`src/rtl/scf_pkg.sv`:
```
// shared types and constants of the cross sharpen filter
// no dependencies
`timescale 1ns / 1ps

package scf_pkg;

    // default sizing
    localparam int DEF_MAX_WIDTH    = 2048;
    localparam int DEF_MAX_CHANNELS = 4;

    // configuration register indexes
    localparam logic [1:0] REG_IMAGE_WIDTH   = 2'd0;
    localparam logic [1:0] REG_IMAGE_HEIGHT  = 2'd1;
    localparam logic [1:0] REG_CHANNEL_COUNT = 2'd2;

    // register widths and reset values
    localparam int CFG_DATA_W  = 12;
    localparam int CHAN_W      = 3;
    localparam int MAX_HEIGHT  = 4095;
    localparam logic [11:0] RST_WIDTH    = 12'd640;
    localparam logic [11:0] RST_HEIGHT   = 12'd480;
    localparam logic [2:0]  RST_CHANNELS = 3'd3;

    // input kind codes
    localparam logic KIND_SAMPLE = 1'b0;
    localparam logic KIND_DRAIN  = 1'b1;

    // result queue sizing
    localparam int QUEUE_DEPTH = 4;
    localparam int QUEUE_PW    = $clog2(QUEUE_DEPTH);

    // classification of one accepted request
    typedef struct packed {
        logic sample;
        logic produce;
        logic interior;
        logic last;
    } cmd_flags_t;

    // one result
    typedef struct packed {
        logic [7:0] pixel;
        logic       last;
    } result_t;

endpackage

```
`src/rtl/scf_queue.sv`:
```
// result queue between the arithmetic and the consumer
// depends on scf_pkg
`timescale 1ns / 1ps

module scf_queue
    import scf_pkg::*;
(
    input  logic                clk,
    input  logic                rst_n,
    input  logic                wr,
    input  result_t             wr_data,
    input  logic                pop,
    output logic                empty,
    output result_t             rd_data,
    output logic [QUEUE_PW:0]   count
);

    result_t               mem [QUEUE_DEPTH];
    logic [QUEUE_PW-1:0]   wp_reg, rp_reg;
    logic [QUEUE_PW:0]     count_reg;
    logic                  rd;

    assign empty   = (count_reg == '0);
    assign rd      = pop && !empty;
    assign rd_data = mem[rp_reg];
    assign count   = count_reg;

    // storage
    always_ff @(posedge clk)
    begin
        if (wr)
            mem[wp_reg] <= wr_data;
    end

    // pointers and fill level
    always_ff @(posedge clk or negedge rst_n)
    begin
        if (!rst_n)
        begin
            wp_reg    <= '0;
            rp_reg    <= '0;
            count_reg <= '0;
        end
        else
        begin
            if (wr)
                wp_reg <= wp_reg + QUEUE_PW'(1);
            if (rd)
                rp_reg <= rp_reg + QUEUE_PW'(1);
            count_reg <= count_reg + (QUEUE_PW+1)'(wr) - (QUEUE_PW+1)'(rd);
        end
    end

endmodule

```
`config.mk`:
```
export PLATFORM = sky130hd
export DESIGN_NAME = scf_queue
export DESIGN_NICKNAME = d
export VERILOG_FILES = /design/src/rtl/scf_pkg.sv /design/src/rtl/scf_queue.sv
export SDC_FILE = /design/constraint.sdc
export NUM_CORES = 1
export LEC_CHECK = 0
export BUFFER_PORTS_ARGS = -buffer_cell sky130_fd_sc_hd__buf_4
export CAP_MARGIN = 25
export CELL_PAD_IN_SITES_DETAIL_PLACEMENT = 1
export CELL_PAD_IN_SITES_GLOBAL_PLACEMENT = 1
export CORE_MARGIN = 1
export CORE_UTILIZATION = 45
export DETAILED_ROUTE_END_ITERATION = 16
export HOLD_SLACK_MARGIN = 0.05
export PLACE_DENSITY_LB_ADDON = 0.25
export SYNTH_ARGS = -nofsm -noshare
export SYNTH_HDL_FRONTEND = slang
export SYNTH_SLANG_ARGS = --single-unit
```
`constraint.sdc`:
```
create_clock -name clk -period 2.75 [get_ports clk]
set_clock_uncertainty 0.15 [all_clocks]
set_input_delay 0.4125 -clock clk [delete_from_list [all_inputs] [get_ports clk]]
set_output_delay 0.4125 -clock clk [all_outputs]
set_load 0.02 [all_outputs]
```
==> Flow_metrics.wiki <==
{| class="wikitable"
! Metric !! Value
|-
| Share of post-route cells with drive strength above 1 || 0.351
|-
| Flip-flop count of the largest register, all copies and words added || 36
|-
| Crit-path slowest cell || sky130_fd_sc_hd__dfrtp_1
|-
| Final Hold Fails || 0
|-
| Pin count of the biggest net entering global routing || 13
|-
| Count of state elements after synthesis || 43
|-
| Final Hold Slack || about 0.17 ns
|-
| Clk Tree Root Cell || sky130_fd_sc_hd__clkbuf_8
|-
| Number of instances in the synthesized netlist || 82
|-
| CTS tree || yes
|-
| Clk pin slew, worst setup/hold paths || 0.08 ns
|-
| Slew margin rel. || 0.662
|-
| Number of warnings reported in the yosys synthesis log || 0
|-
| Clock Path Buffers || 2
|-
| P_leak || approximately 0.78 nW
|-
| Gate family responsible for the most delay along the worst path || adder cells
|-
| Final clock period utilization by the worst path || 0.864
|-
| Synth-to-Final Area Change || 20.5%
|-
| IO Count || 26
|-
| Sequential area share after synthesis || 0.739
|-
| Initial standard-cell utilization of the core || 0.490
|-
| Global-route congestion overflow total || 0
|-
| Full die area || roughly 0.0040 mm^2
|-
| CP Class || reg -> reg
|-
| Wire length of the first global-routing pass || 4530 um
|-
| Net count, final || 134
|-
| Setup repair after global routing missed its margin || false
|-
| Timing-limited maximum frequency || 0.421 GHz
|-
| Summed instance area of the synthesized netlist || 0.00170 mm^2
|-
| Required time of the worst setup path || 2.78 ns
|-
| Post-CTS Repair Setup Buffers || 0
|-
| Count of buffers from port buffering || 25
|-
| Post-layout minimum cycle time || 2.38 ns
|-
| Final antenna-violating net count || 0
|-
| Placement Cell Area || around 0.0019 mm^2
|-
| CTS HTree Levels || 2
|-
| Core utilization of the finished layout || 0.591
|-
| Overall via count from detail_route || 829
|-
| Post-Synthesis Net Count || 102
|-
| Vias in the first global route || 916
|-
| Worst-case vdd ir drop || 574 uV
|-
| Antenna diode count || 0
|-
| Area taken by multi-input logic gates || 400 um^2
|-
| Post-route cell area || 0.00205 mm^2
|-
| Sort of element at the start of the critical path || flip-flop
|-
| Number of remaining DRC errors || 0
|-
| Last weighted congestion value of the routability-driven placer || 0.635
|-
| Routed wire length || around 2900 um
|-
| Register-to-register setup slack || 0.37 ns
|-
| Arrival time at the worst endpoint || about 2.4 ns
|-
| Worst-Skew Late Latency || between 0.2 and 0.3 ns
|-
| Mean area per synthesized cell || 20.7 um^2
|-
| Actual slew at the worst max-slew pin || 0.507 ns
|-
| Category of the worst setup path capture point || flip-flop
|-
| Hold-fix buffers at CTS || 1
|-
| Area inside the core boundary || 0.00347 mm^2
|-
| Final worst slack || approximately 0.37 ns
|-
| Most frequent cell on the critical path || sky130_fd_sc_hd__inv_1
|-
| Outcome || complete, no violations
|-
| Setup violators final || 0
|-
| Cells along the critical path || o31ai_1 -> inv_1 -> ha_1 -> inv_1 -> ha_1 -> inv_1 -> fa_1 -> xnor2_1 -> xnor2_1
|-
| Highest cell delay on the worst timing path || 0.46 ns
|-
| Routed wire per std cell || roughly 18 um
|-
| Fill cell instance count of the final layout || 328
|-
| Buffers plus inverters on the worst setup path || 3
|-
| Power density cells || 1100 mW/mm^2
|-
| Detailed Routing Iterations Pass 1 || 4
|-
| Placement-stage worst setup slack || 0.359 ns
|-
| Worst hold path type || in -> reg
|-
| Number of maximum-capacitance violations || 0
|-
| Area used by sequential logic in the layout || 0.00126 mm^2
|-
| Total global-route track usage || 0.163
|-
| Fin. max-slew vios || 0
|-
| Number of cell rows || 21
|-
| Die boundary width || roughly 63 um
|-
| Number of antenna violations at the first check in global routing || 0
|-
| Violation count after the first detailed-route iteration || 14
|-
| Clk sinks || 43
|-
| Via-to-Cell Ratio || 5.18
|-
| Number of distinct library cells after synthesis || 17
|-
| Vertical die dimension || between 60 and 70 um
|-
| DPL Wire Length || between 1500 and 2000 um
|-
| Total negative setup slack || 0 ns
|-
| Number of buffers created by CTS || 5
|-
| Post_cts resized || 0
|-
| CP Max Fanout || 6
|}
where the power goes:
| part | internal, mW | total, mW | switching [mW] |
|---|---|---|---|
| Sequential | 0.875 | 0.991 | 0.116 |
| Clock | 0.266 | 0.462 | 0.196 |
| Combinational | 0.393 | 0.808 | 0.415 |
worst register-to-register path, cell delays in order (launching register included):
cell and delay (ns):
sky130_fd_sc_hd__dfrtp_1 0.46, sky130_fd_sc_hd__o31ai_1 0.38, sky130_fd_sc_hd__inv_1 0.09, sky130_fd_sc_hd__ha_1 0.28, sky130_fd_sc_hd__inv_1 0.06, sky130_fd_sc_hd__ha_1 0.14, sky130_fd_sc_hd__inv_1 0.05, sky130_fd_sc_hd__fa_1 0.37
sky130_fd_sc_hd__xnor2_1 0.14, sky130_fd_sc_hd__xnor2_1 0.13
routing by layer:
metal,up-vias,part of all wire,GRT usage
met2,30,0.54,0.273
met4,0,0.020,0.0938
met3,5,0.046,0.0417
li1,376,-,-
met1,418,0.39,0.187
met5,-,0,0
worst paths after layout:
kind	startpoint	end	cells after the start
setup / recovery	count[1]$_DFF_PN0_	count[2]$_DFF_PN0_	9
hold / removal	wr_data[8]	mem[3][8]$_DFFE_PP_	1
setup reg to reg	count[1]$_DFF_PN0_	count[2]$_DFF_PN0_	9
hold reg to reg	wp_reg[0]$_DFFE_PN0P_	wp_reg[0]$_DFFE_PN0P_	1
max in group asynchronous	rst_n	wp_reg[1]$_DFFE_PN0P_	2
min in group asynchronous	rst_n	count[0]$_DFF_PN0_	2
cell families (layout without fill, tap and decap cells):
| group | after synthesis | count (layout) | share of synthesized area |
|---|---|---|---|
| AOI/OAI and AO/OA | 3 | 3 | 0.0125 |
| xor gates and xnor gates | 5 | 5 | 0.0258 |
| adders and majority gates | 7 | 7 | 0.0560 |
| buffers and inverters | 9 | 41 | 0.0250 |
| DFF | 43 | 43 | 0.739 |
| muxes | 9 | 9 | 0.122 |
| and+or+nand+nor | 6 | 6 | 0.0199 |
synthesized netlist by cell type, drive strengths merged:
cell type | instances | area share
and2 | 4 | 0.015
buf | 2 | 0.0096
dfrtp | 7 | 0.10
edfxtp | 36 | 0.64
fa | 1 | 0.012
ha | 6 | 0.044
inv | 7 | 0.015
mux4 | 9 | 0.12
nand2 | 1 | 0.0022
nor3 | 1 | 0.0029
o21ai | 1 | 0.0029
o311ai | 1 | 0.0052
o31ai | 1 | 0.0044
xnor2 | 4 | 0.021
xor2 | 1 | 0.0052
area by class of cell:
cell class / count / share of cell area
clock buffers: 6 / 0.0354
clock inverters: 1 / 0.0147
inverters: 7 / 0.0128
multi-input cells: 30 / 0.195
flip-flops and latches: 43 / 0.613
well taps: 46 / 0.0281
repair buffers: 27 / 0.100
cell usage in the layout, fill, tap and decap left out, drive strengths merged:
master,count
and2,4
buf,26
bufinv,1
clkbuf,6
dfrtp,7
dlygate4sd3,1
edfxtp,36
fa,1
ha,6
inv,7
mux4,9
nand2,1
nor3,1
o21ai,1
o311ai,1
o31ai,1
xnor2,4
xor2,1
through the flow:
step | std cells | power (mW)
after floorplan | 82 | 1.52
after global placement | 152 | 1.79
after detailed placement | 152 | 1.83
after CTS | 160 | 2.29
after global routing | 160 | 2.38
final | 160 | 2.26
Power figures use the tool's default switching activity.
